==> src/hdl/pht_pkg.sv <==
package pht_pkg;

    localparam int MAGIC_CHARS_DEF = 8;
    localparam int NUMBER_BITS_DEF = 32;
    localparam int QUEUE_DEPTH     = 4;

    localparam logic [2:0] KIND_MAGIC  = 3'd0;
    localparam logic [2:0] KIND_WIDTH  = 3'd1;
    localparam logic [2:0] KIND_PIXEL  = 3'd4;
    localparam logic [2:0] KIND_END    = 3'd5;
    localparam logic [2:0] KIND_ERROR  = 3'd6;

    localparam logic [2:0] ERR_BAD_MAGIC      = 3'd0;
    localparam logic [2:0] ERR_NO_WHITESPACE  = 3'd1;
    localparam logic [2:0] ERR_EXPECT_NUMBER  = 3'd2;
    localparam logic [2:0] ERR_BAD_AFTER_MAX  = 3'd3;
    localparam logic [2:0] ERR_UNEXPECTED_END = 3'd4;
    localparam logic [2:0] ERR_NO_IMAGE       = 3'd5;
    localparam logic [2:0] ERR_MAGIC_LONG     = 3'd6;
    localparam logic [2:0] ERR_NUMBER_LARGE   = 3'd7;

    localparam logic [7:0] CH_HASH = 8'h23;
    localparam logic [7:0] CH_LF   = 8'h0A;
    localparam logic [7:0] CH_CR   = 8'h0D;
    localparam logic [7:0] CH_TAB  = 8'h09;
    localparam logic [7:0] CH_SP   = 8'h20;

    typedef struct packed {
        logic [2:0]  kind;
        logic [63:0] value;
        logic [3:0]  mlen;
        logic [2:0]  err;
    } result_t;

    // One accepted byte yields up to two results; cnt says how many are used.
    typedef struct packed {
        logic [1:0] cnt;
        result_t    r0;
        result_t    r1;
    } entry_t;

    function automatic logic is_ws(input logic [7:0] c);
        return (c == CH_SP) || (c == CH_TAB) || (c == CH_CR) || (c == CH_LF);
    endfunction

    function automatic logic is_digit(input logic [7:0] c);
        return (c >= 8'h30) && (c <= 8'h39);
    endfunction

    function automatic logic is_alnum(input logic [7:0] c);
        return is_digit(c) || ((c >= 8'h41) && (c <= 8'h5A)) ||
               ((c >= 8'h61) && (c <= 8'h7A));
    endfunction

    function automatic entry_t add_result(input entry_t e, input logic [2:0] kind,
                                          input logic [63:0] value,
                                          input logic [3:0] mlen,
                                          input logic [2:0] err);
        entry_t  o;
        result_t r;
        o       = e;
        r.kind  = kind;
        r.value = value;
        r.mlen  = mlen;
        r.err   = err;
        if (e.cnt == 2'd0)
        begin
            o.r0  = r;
            o.cnt = 2'd1;
        end
        else if (e.cnt == 2'd1)
        begin
            o.r1  = r;
            o.cnt = 2'd2;
        end
        return o;
    endfunction

endpackage

==> src/hdl/ppm_header_tokenizer_top.sv <==
// PPM header tokenizer: bytes of an image file in, header tokens and pixel bytes out.
// Input channel: present data_byte/last_byte with push; a transfer happens on a
// rising edge with push high and full low. last_byte marks the final byte of a file.
// Output channel: while empty is low the oldest result sits on token_kind,
// token_value, magic_length, error_code and last_of_run; pop high with empty low
// transfers it. last_of_run flags the final result caused by one input byte.
// Throughput: one byte per cycle while full is low. The front classifier decides each
// byte combinationally (including the multiply-by-ten accumulate); a byte that yields
// two results (end-of-file token after the last pixel, error after a truncated token)
// is handed out as two results on the output side, absorbed by the four-entry queue.
// With the output side idle, a result is written into the queue when its byte
// transfers in, and the output register then loads it from the queue.
// Bytes that yield no result (whitespace, comments, digits) consume no queue slot.
// Reset: asynchronous, active low; the parser returns to the magic-word start and
// queue and output register are emptied. No clearing pass is needed.
// Stall: when pop stays low the output register holds, the queue fills and full
// rises, holding off the sender without dropping anything.
module ppm_header_tokenizer_top #(
    parameter int MAGIC_CHARS = pht_pkg::MAGIC_CHARS_DEF,
    parameter int NUMBER_BITS = pht_pkg::NUMBER_BITS_DEF
) (
    input  logic        clk,
    input  logic        rst_n,
    input  logic        push,
    output logic        full,
    input  logic [7:0]  data_byte,
    input  logic        last_byte,
    output logic        empty,
    input  logic        pop,
    output logic [2:0]  token_kind,
    output logic [63:0] token_value,
    output logic [3:0]  magic_length,
    output logic [2:0]  error_code,
    output logic        last_of_run
);

    logic             accept;
    logic             q_push;
    pht_pkg::entry_t  q_entry;
    logic             q_full;
    logic             q_pop;
    logic             q_valid;
    pht_pkg::entry_t  q_head;
    logic             out_valid;
    pht_pkg::result_t out_res;

    assign full   = q_full;
    assign accept = push && !q_full;

    // Front: classify each byte and form its results.
    pht_front #(
        .MAGIC_CHARS (MAGIC_CHARS),
        .NUMBER_BITS (NUMBER_BITS)
    ) u_front (
        .clk       (clk),
        .rst_n     (rst_n),
        .accept    (accept),
        .data_byte (data_byte),
        .last_byte (last_byte),
        .q_push    (q_push),
        .q_entry   (q_entry)
    );

    // Queue: decouple the classifier from the output side.
    pht_queue #(
        .DEPTH (pht_pkg::QUEUE_DEPTH)
    ) u_queue (
        .clk      (clk),
        .rst_n    (rst_n),
        .wr_en    (q_push),
        .wr_entry (q_entry),
        .q_full   (q_full),
        .rd_en    (q_pop),
        .rd_valid (q_valid),
        .rd_entry (q_head)
    );

    // Back: split result pairs and hold one result at the ports.
    pht_back u_back (
        .clk       (clk),
        .rst_n     (rst_n),
        .q_valid   (q_valid),
        .q_head    (q_head),
        .q_pop     (q_pop),
        .pop       (pop),
        .out_valid (out_valid),
        .out_res   (out_res),
        .out_last  (last_of_run)
    );

    assign empty        = !out_valid;
    assign token_kind   = out_res.kind;
    assign token_value  = out_res.value;
    assign magic_length = out_res.mlen;
    assign error_code   = out_res.err;

endmodule

==> src/hdl/pht_front.sv <==
module pht_front #(
    parameter int MAGIC_CHARS = pht_pkg::MAGIC_CHARS_DEF,
    parameter int NUMBER_BITS = pht_pkg::NUMBER_BITS_DEF
) (
    input  logic            clk,
    input  logic            rst_n,
    input  logic            accept,
    input  logic [7:0]      data_byte,
    input  logic            last_byte,
    output logic            q_push,
    output pht_pkg::entry_t q_entry
);

    localparam int MW = 8 * MAGIC_CHARS;

    typedef enum logic [6:0] {
        PH_MAGIC_START = 7'b0000001,
        PH_MAGIC       = 7'b0000010,
        PH_WS          = 7'b0000100,
        PH_NUM         = 7'b0001000,
        PH_SINGLE      = 7'b0010000,
        PH_PIXELS      = 7'b0100000,
        PH_DISCARD     = 7'b1000000
    } phase_t;

    phase_t                 phase_reg, phase_next;
    logic [1:0]             idx_reg, idx_next;
    logic                   in_comment_reg, in_comment_next;
    logic                   saw_sep_reg, saw_sep_next;
    logic [MW-1:0]          mag_reg, mag_next;
    logic [NUMBER_BITS-1:0] num_reg, num_next;
    logic [3:0]             cnt_reg, cnt_next;
    pht_pkg::entry_t        ent;

    logic [NUMBER_BITS+3:0] num_ext;
    logic [NUMBER_BITS+3:0] num_mac;

    assign num_ext = (NUMBER_BITS + 4)'(num_reg);
    assign num_mac = (num_ext << 3) + (num_ext << 1) + (NUMBER_BITS + 4)'(data_byte[3:0]);

    always_comb
    begin
        logic go_ws;
        logic go_single;
        logic [2:0] num_kind;
        go_ws           = 1'b0;
        go_single       = 1'b0;
        phase_next      = phase_reg;
        idx_next        = idx_reg;
        in_comment_next = in_comment_reg;
        saw_sep_next    = saw_sep_reg;
        mag_next        = mag_reg;
        num_next        = num_reg;
        cnt_next        = cnt_reg;
        ent             = '0;
        num_kind        = {1'b0, idx_reg} + pht_pkg::KIND_WIDTH;

        unique case (phase_reg)
            PH_MAGIC_START:
            begin
                if (pht_pkg::is_alnum(data_byte))
                begin
                    mag_next   = MW'(data_byte);
                    cnt_next   = 4'd1;
                    phase_next = PH_MAGIC;
                    if (last_byte)
                    begin
                        ent = pht_pkg::add_result(ent, pht_pkg::KIND_MAGIC, 64'(data_byte),
                                                  4'd1, 3'd0);
                        ent = pht_pkg::add_result(ent, pht_pkg::KIND_ERROR, '0, '0,
                                                  pht_pkg::ERR_UNEXPECTED_END);
                    end
                end
                else
                begin
                    ent = pht_pkg::add_result(ent, pht_pkg::KIND_ERROR, '0, '0,
                                              pht_pkg::ERR_BAD_MAGIC);
                    phase_next = PH_DISCARD;
                end
            end
            PH_MAGIC:
            begin
                if (pht_pkg::is_alnum(data_byte))
                begin
                    if (cnt_reg >= 4'(MAGIC_CHARS))
                    begin
                        ent = pht_pkg::add_result(ent, pht_pkg::KIND_ERROR, '0, '0,
                                                  pht_pkg::ERR_MAGIC_LONG);
                        phase_next = PH_DISCARD;
                    end
                    else
                    begin
                        mag_next = {mag_reg[MW-9:0], data_byte};
                        cnt_next = cnt_reg + 4'd1;
                        if (last_byte)
                        begin
                            ent = pht_pkg::add_result(ent, pht_pkg::KIND_MAGIC, 64'(mag_next),
                                                      cnt_next, 3'd0);
                            ent = pht_pkg::add_result(ent, pht_pkg::KIND_ERROR, '0, '0,
                                                      pht_pkg::ERR_UNEXPECTED_END);
                        end
                    end
                end
                else
                begin
                    ent = pht_pkg::add_result(ent, pht_pkg::KIND_MAGIC, 64'(mag_reg),
                                              cnt_reg, 3'd0);
                    phase_next      = PH_WS;
                    idx_next        = 2'd0;
                    saw_sep_next    = 1'b0;
                    in_comment_next = 1'b0;
                    go_ws           = 1'b1;
                end
            end
            PH_WS:
            begin
                go_ws = 1'b1;
            end
            PH_NUM:
            begin
                if (pht_pkg::is_digit(data_byte))
                begin
                    if (num_mac[NUMBER_BITS+3:NUMBER_BITS] != 4'd0)
                    begin
                        ent = pht_pkg::add_result(ent, pht_pkg::KIND_ERROR, '0, '0,
                                                  pht_pkg::ERR_NUMBER_LARGE);
                        phase_next = PH_DISCARD;
                    end
                    else
                    begin
                        num_next = num_mac[NUMBER_BITS-1:0];
                        if (last_byte)
                        begin
                            ent = pht_pkg::add_result(ent, num_kind, 64'(num_next), '0, '0);
                            ent = pht_pkg::add_result(ent, pht_pkg::KIND_ERROR, '0, '0,
                                                      pht_pkg::ERR_UNEXPECTED_END);
                        end
                    end
                end
                else
                begin
                    ent = pht_pkg::add_result(ent, num_kind, 64'(num_reg), '0, '0);
                    in_comment_next = 1'b0;
                    saw_sep_next    = 1'b0;
                    num_next        = '0;
                    if (idx_reg == 2'd2)
                    begin
                        phase_next = PH_SINGLE;
                        go_single  = 1'b1;
                    end
                    else
                    begin
                        idx_next   = idx_reg + 2'd1;
                        phase_next = PH_WS;
                        go_ws      = 1'b1;
                    end
                end
            end
            PH_SINGLE:
            begin
                go_single = 1'b1;
            end
            PH_PIXELS:
            begin
                ent = pht_pkg::add_result(ent, pht_pkg::KIND_PIXEL, 64'(data_byte), '0, '0);
                if (last_byte)
                    ent = pht_pkg::add_result(ent, pht_pkg::KIND_END, '0, '0, '0);
            end
            PH_DISCARD:
            begin
            end
            default:
            begin
                phase_next = PH_DISCARD;
            end
        endcase

        // Whitespace run ahead of a number; a comment holds until line feed.
        if (go_ws)
        begin
            priority if (in_comment_next)
            begin
                if (data_byte == pht_pkg::CH_LF)
                    in_comment_next = 1'b0;
                if (last_byte)
                    ent = pht_pkg::add_result(ent, pht_pkg::KIND_ERROR, '0, '0,
                                              pht_pkg::ERR_UNEXPECTED_END);
            end
            else if (data_byte == pht_pkg::CH_HASH || pht_pkg::is_ws(data_byte))
            begin
                in_comment_next = (data_byte == pht_pkg::CH_HASH);
                saw_sep_next    = 1'b1;
                if (last_byte)
                    ent = pht_pkg::add_result(ent, pht_pkg::KIND_ERROR, '0, '0,
                                              pht_pkg::ERR_UNEXPECTED_END);
            end
            else if (!saw_sep_next)
            begin
                ent = pht_pkg::add_result(ent, pht_pkg::KIND_ERROR, '0, '0,
                                          pht_pkg::ERR_NO_WHITESPACE);
                phase_next = PH_DISCARD;
            end
            else if (pht_pkg::is_digit(data_byte))
            begin
                phase_next = PH_NUM;
                num_next   = NUMBER_BITS'(data_byte[3:0]);
                if (last_byte)
                begin
                    ent = pht_pkg::add_result(ent, {1'b0, idx_next} + pht_pkg::KIND_WIDTH,
                                              64'(data_byte[3:0]), '0, '0);
                    ent = pht_pkg::add_result(ent, pht_pkg::KIND_ERROR, '0, '0,
                                              pht_pkg::ERR_UNEXPECTED_END);
                end
            end
            else
            begin
                ent = pht_pkg::add_result(ent, pht_pkg::KIND_ERROR, '0, '0,
                                          pht_pkg::ERR_EXPECT_NUMBER);
                phase_next = PH_DISCARD;
            end
        end

        // Exactly one separator after maxval: one whitespace byte, or a comment ended by line feed.
        if (go_single)
        begin
            priority if (in_comment_next)
            begin
                if (data_byte == pht_pkg::CH_LF)
                begin
                    in_comment_next = 1'b0;
                    phase_next      = PH_PIXELS;
                end
                if (last_byte)
                    ent = pht_pkg::add_result(ent, pht_pkg::KIND_ERROR, '0, '0,
                                              pht_pkg::ERR_NO_IMAGE);
            end
            else if (data_byte == pht_pkg::CH_HASH || pht_pkg::is_ws(data_byte))
            begin
                if (data_byte == pht_pkg::CH_HASH)
                    in_comment_next = 1'b1;
                else
                    phase_next = PH_PIXELS;
                if (last_byte)
                    ent = pht_pkg::add_result(ent, pht_pkg::KIND_ERROR, '0, '0,
                                              pht_pkg::ERR_NO_IMAGE);
            end
            else
            begin
                ent = pht_pkg::add_result(ent, pht_pkg::KIND_ERROR, '0, '0,
                                          pht_pkg::ERR_BAD_AFTER_MAX);
                phase_next = PH_DISCARD;
            end
        end

        // End of file: start over for the next file.
        if (last_byte)
        begin
            phase_next      = PH_MAGIC_START;
            idx_next        = 2'd0;
            in_comment_next = 1'b0;
            saw_sep_next    = 1'b0;
            mag_next        = '0;
            num_next        = '0;
            cnt_next        = 4'd0;
        end
    end

    assign q_push  = accept && (ent.cnt != 2'd0);
    assign q_entry = ent;

    always_ff @(posedge clk or negedge rst_n)
    begin
        if (!rst_n)
        begin
            phase_reg      <= PH_MAGIC_START;
            idx_reg        <= 2'd0;
            in_comment_reg <= 1'b0;
            saw_sep_reg    <= 1'b0;
            mag_reg        <= '0;
            num_reg        <= '0;
            cnt_reg        <= 4'd0;
        end
        else if (accept)
        begin
            phase_reg      <= phase_next;
            idx_reg        <= idx_next;
            in_comment_reg <= in_comment_next;
            saw_sep_reg    <= saw_sep_next;
            mag_reg        <= mag_next;
            num_reg        <= num_next;
            cnt_reg        <= cnt_next;
        end
    end

endmodule

==> src/hdl/pht_queue.sv <==
module pht_queue #(
    parameter int DEPTH = pht_pkg::QUEUE_DEPTH
) (
    input  logic            clk,
    input  logic            rst_n,
    input  logic            wr_en,
    input  pht_pkg::entry_t wr_entry,
    output logic            q_full,
    input  logic            rd_en,
    output logic            rd_valid,
    output pht_pkg::entry_t rd_entry
);

    localparam int PW = (DEPTH > 1) ? $clog2(DEPTH) : 1;
    localparam int CW = $clog2(DEPTH + 1);

    pht_pkg::entry_t slots_reg [DEPTH];
    logic [PW-1:0]   wr_ptr_reg, wr_ptr_next;
    logic [PW-1:0]   rd_ptr_reg, rd_ptr_next;
    logic [CW-1:0]   count_reg, count_next;
    logic            do_wr, do_rd;

    assign q_full   = (count_reg == CW'(DEPTH));
    assign rd_valid = (count_reg != '0);
    assign rd_entry = slots_reg[rd_ptr_reg];
    assign do_wr    = wr_en && !q_full;
    assign do_rd    = rd_en && rd_valid;

    always_comb
    begin
        wr_ptr_next = wr_ptr_reg;
        rd_ptr_next = rd_ptr_reg;
        if (do_wr)
            wr_ptr_next = (wr_ptr_reg == PW'(DEPTH - 1)) ? '0 : wr_ptr_reg + PW'(1);
        if (do_rd)
            rd_ptr_next = (rd_ptr_reg == PW'(DEPTH - 1)) ? '0 : rd_ptr_reg + PW'(1);
        count_next = count_reg + CW'(do_wr) - CW'(do_rd);
    end

    always_ff @(posedge clk or negedge rst_n)
    begin
        if (!rst_n)
        begin
            wr_ptr_reg <= '0;
            rd_ptr_reg <= '0;
            count_reg  <= '0;
        end
        else
        begin
            wr_ptr_reg <= wr_ptr_next;
            rd_ptr_reg <= rd_ptr_next;
            count_reg  <= count_next;
        end
    end

    always_ff @(posedge clk)
    begin
        if (do_wr)
            slots_reg[wr_ptr_reg] <= wr_entry;
    end

endmodule

==> src/hdl/pht_back.sv <==
module pht_back (
    input  logic            clk,
    input  logic            rst_n,
    input  logic            q_valid,
    input  pht_pkg::entry_t q_head,
    output logic            q_pop,
    input  logic            pop,
    output logic            out_valid,
    output pht_pkg::result_t out_res,
    output logic            out_last
);

    logic             valid_reg, valid_next;
    logic             half_reg, half_next;
    pht_pkg::result_t res_reg, res_next;
    logic             last_reg, last_next;
    logic             load;

    // Refill the output register whenever it is empty or being drained and the queue holds an entry.
    assign load = q_valid && (!valid_reg || pop);

    always_comb
    begin
        valid_next = valid_reg;
        half_next  = half_reg;
        res_next   = res_reg;
        last_next  = last_reg;
        q_pop      = 1'b0;
        if (valid_reg && pop)
            valid_next = 1'b0;
        if (load)
        begin
            valid_next = 1'b1;
            if (half_reg)
            begin
                res_next  = q_head.r1;
                last_next = 1'b1;
                half_next = 1'b0;
                q_pop     = 1'b1;
            end
            else
            begin
                res_next  = q_head.r0;
                last_next = (q_head.cnt != 2'd2);
                half_next = (q_head.cnt == 2'd2);
                q_pop     = (q_head.cnt != 2'd2);
            end
        end
    end

    always_ff @(posedge clk or negedge rst_n)
    begin
        if (!rst_n)
        begin
            valid_reg <= 1'b0;
            half_reg  <= 1'b0;
        end
        else
        begin
            valid_reg <= valid_next;
            half_reg  <= half_next;
        end
    end

    always_ff @(posedge clk)
    begin
        res_reg  <= res_next;
        last_reg <= last_next;
    end

    assign out_valid = valid_reg;
    assign out_res   = res_reg;
    assign out_last  = last_reg;

endmodule
==> config.mk <==
export PLATFORM = sky130hd
export DESIGN_NAME = ppm_header_tokenizer_top
export DESIGN_NICKNAME = d
export VERILOG_FILES = /design/src/hdl/pht_pkg.sv /design/src/hdl/ppm_header_tokenizer_top.sv /design/src/hdl/pht_front.sv /design/src/hdl/pht_queue.sv /design/src/hdl/pht_back.sv
export SDC_FILE = /design/constraint.sdc
export NUM_CORES = 1
export LEC_CHECK = 0
export ABC_AREA = 0
export BUFFER_PORTS_ARGS = -buffer_cell sky130_fd_sc_hd__clkbuf_2
export CAP_MARGIN = 20
export CORE_ASPECT_RATIO = 0.7
export CORE_MARGIN = 5
export CORE_UTILIZATION = 35
export DETAILED_ROUTE_END_ITERATION = 7
export PLACE_DENSITY = 0.46
export SKIP_LAST_GASP = 1
export SLEW_MARGIN = 20
export SYNTH_ARGS = -nofsm -noshare
export SYNTH_HDL_FRONTEND = slang
export SYNTH_SLANG_ARGS = --single-unit
==> constraint.sdc <==
create_clock -name clk -period 13 [get_ports clk]
set_clock_uncertainty 0.1 [all_clocks]
set_input_delay 0.65 -clock clk [delete_from_list [all_inputs] [get_ports clk]]
set_output_delay 0.65 -clock clk [all_outputs]
set_load 0.02 [all_outputs]
==> qor.csv <==
metric;value;unit
status;completed;
grt.overflow.total;0;
cts_hold_buf;0;
cts_tree;yes;
period_minus_slack;7.82;ns
ys_types;76;
rr_worst_depth;26;
largest_reg_flops;344;
h-tree-depth;2;
r2r-start;u_front.num_reg[0];
ys_ff_latch;539;
crit_arrival;7.94;ns
clk_latency;0.61;ns
gp_congestion;0.868;
relSlewSlack;19.9;%
drc;0;
cp_max_fo;56;
period_share;60.1;%
antenna_found_initial;1;
synth_area_leaders;edfxtp_1, dfrtp_1, mux4_2;
drive_gt1_share;16.5;%
dp.cells;2712;
yosysSeqAreaShare;63.0;%
grt_pass1_vias;15500;
yosysTopAreaCell;edfxtp_1;
netlist_area;24700;um2
root_buffer;clkbuf_16;
die_w;328;um
final_max_slew_viol_count;0;
wl;67000;um
fin_nets;1955;
dp_hpwl;44300;um
cp.required;13.12;ns
tns;0;ns
ctsLongestPathBuffers;3;
fill_cells;6561;
r2r_end;u_queue.slots_reg[3][99];
grt_max_degree;107;
r2r_setup_slack;5.18;ns
io_pins;90;
post_drt_wl_per_cell;23.8;um
synth_flop_cell;edfxtp_1;
path_clk_slew;0.07;ns
finalHoldViolCount;0;
drtIter0Drc;1560;
initial_core_util;35.4;%
hold_class;input port to asynchronous set/reset pin;
synth_edf_count;419;
syn-num-nets;1897;
final_util;40.0;%
cts_post_setup_buffers_inserted;0;
io_buffers;89;
ff_latch_area;15600;um2
synthCells;1799;
ant_nets;0;
power_density;180;nW/um2
fin_cells;2817;
rows;81;
core;69900;um2
fp.dieH;232;um
cpMaxStageDelayCell;buf_4;
synth_top_area_share;50.9;%
max_freq;0.128;GHz
via_count;15700;
worstSetupPathType;flop to flop;
syn_avg_cell_area;13.7;um2
gr-usage-all-layers;17.5;%
die_area;76100;um2
cts_buffers;54;
end_kind;flop;
tightest_slew;1.19;ns
drtPass1Iterations;6;
cpPeakStageDelay;0.82;ns
cap_violations;0;
cp-start-kind;flop;
post_cts_resized;0;
vdd_drop_max;101;uV
ys_warn_count;0;
vias_per_cell;5.56;
rsz0062_at_grt;no;
grt_pass1_wl;103000;um
leakage;10.5;nW
total_power;0.00503;W
multi_input_area;8630;um2
cts.sinks;539;
syn2layout_area_growth;13.2;%
setup_viol;0;
async_reset_ff_share;22.3;%
power breakdown:
| group | total (W) | switching [W] | internal [W] |
|---|---|---|---|
| clock | 0.00161 | 0.000682 | 0.000930 |
| combinational | 0.00117 | 0.000724 | 0.000450 |
| sequential | 0.00225 | 0.000112 | 0.00214 |
placed cells by master, fill, tap and decap left out, drive strengths merged, types with 4 or more instances in the layout:
cell / netlist / layout
a211oi: 9 / 9
a21o: 15 / 15
a21oi: 83 / 83
a221oi: 5 / 5
a222oi: 30 / 30
a22o: 44 / 44
a22oi: 36 / 36
a31oi: 8 / 8
a32o: 14 / 14
a32oi: 6 / 6
and2: 81 / 81
and3: 14 / 14
buf: 30 / 27
bufinv: 0 / 6
clkbuf: 83 / 158
clkinv: 0 / 22
dfrtp: 119 / 119
edfxtp: 419 / 419
ha: 82 / 82
inv: 32 / 34
mux4: 84 / 84
nand2: 204 / 204
nand2b: 13 / 13
nand3: 31 / 31
nand4: 12 / 12
nand4b: 4 / 4
nor2: 84 / 84
nor2b: 12 / 12
nor3: 20 / 20
nor4: 6 / 6
o211ai: 11 / 11
o21a: 6 / 6
o21ai: 102 / 102
o22ai: 5 / 5
o31ai: 10 / 10
xnor2: 16 / 16
xor2: 17 / 17
synth_stat cells, types with 19 or more instances:
cell / count
edfxtp_1: 419
nand2_1: 204
dfrtp_1: 119
o21ai_0: 96
mux4_2: 84
nor2_1: 84
a21oi_1: 83
clkbuf_1: 82
ha_1: 82
and2_1: 79
a22o_1: 43
a22oi_1: 36
inv_1: 32
nand3_1: 31
a222oi_1: 30
nor3_1: 19
routing by layer:
metal	up-vias	part of all wire (%)	global-route usage, %
li1	7087	-	-
met1	8004	51	28.1
met2	477	41	24.5
met3	82	6.5	3.48
met4	0	1.5	3.33
met5	-	0	0
critical path, delay by kind of cell (launching register included):
family | cells | cell delay, ns
and+or+nand+nor | 9 | 1.89
adders and majority gates | 4 | 1.73
AOI/OAI and AO/OA | 7 | 1.65
buffers and inverters | 5 | 1.44
DFF | 1 | 0.41
xor gates and xnor gates | 1 | 0.14
layout make-up:
| type | count | share of cell area, % |
|---|---|---|
| clock buffer | 70 | 5.30 |
| inverter | 32 | 0.429 |
| clock inverter | 32 | 1.26 |
| tap | 913 | 4.08 |
| timing repair buffer | 115 | 2.37 |
| antenna | 1 | 0.00894 |
| multi-input combinational | 1115 | 30.8 |
| sequential | 539 | 55.7 |
worst max-delay path by stage:
stage / cells after the start / to / slack, ns / startpoint
6_report: 26 / u_queue.slots_reg[3][99] / 5.18 / u_front.num_reg[0]
5_1_grt: 26 / u_queue.slots_reg[2][2] / 4.67 / u_front.num_reg[0]
4_1_cts: 26 / u_queue.slots_reg[2][76] / 5.18 / u_front.num_reg[0]
3_5_place_dp: 27 / u_queue.slots_reg[1][101] / 4.71 / data_byte[3]
3_3_place_gp: 27 / u_queue.slots_reg[3][101] / 4.81 / data_byte[3]
2_1_floorplan: 26 / u_queue.slots_reg[0][0] / 4.98 / data_byte[3]
through the flow:
step           instance area [um2]  setup slack [ns]  hold slack [ns]
2_1_floorplan                24700              4.98            0.254
3_3_place_gp                 26100              4.81            0.363
3_5_place_dp                 26100              4.71            0.372
4_1_cts                      28000              5.18           0.0247
5_1_grt                      28000              4.67           0.0796
6_report                     28000              5.18          0.00923
kinds of logic (layout without fill, tap and decap cells):
kind of cell | count (synthesis) | count (layout) | synth area share, %
AOI/OAI and AO/OA | 410 | 410 | 11.5
xor gates and xnor gates | 33 | 33 | 1.17
adders and majority gates | 85 | 85 | 4.39
buffers and inverters | 145 | 249 | 2.32
DFF | 539 | 539 | 63.0
muxes | 88 | 88 | 7.82
other | 0 | 1 | 0
and+or+nand+nor | 499 | 499 | 9.72
Note: power is estimated with default switching activity, not from simulation.
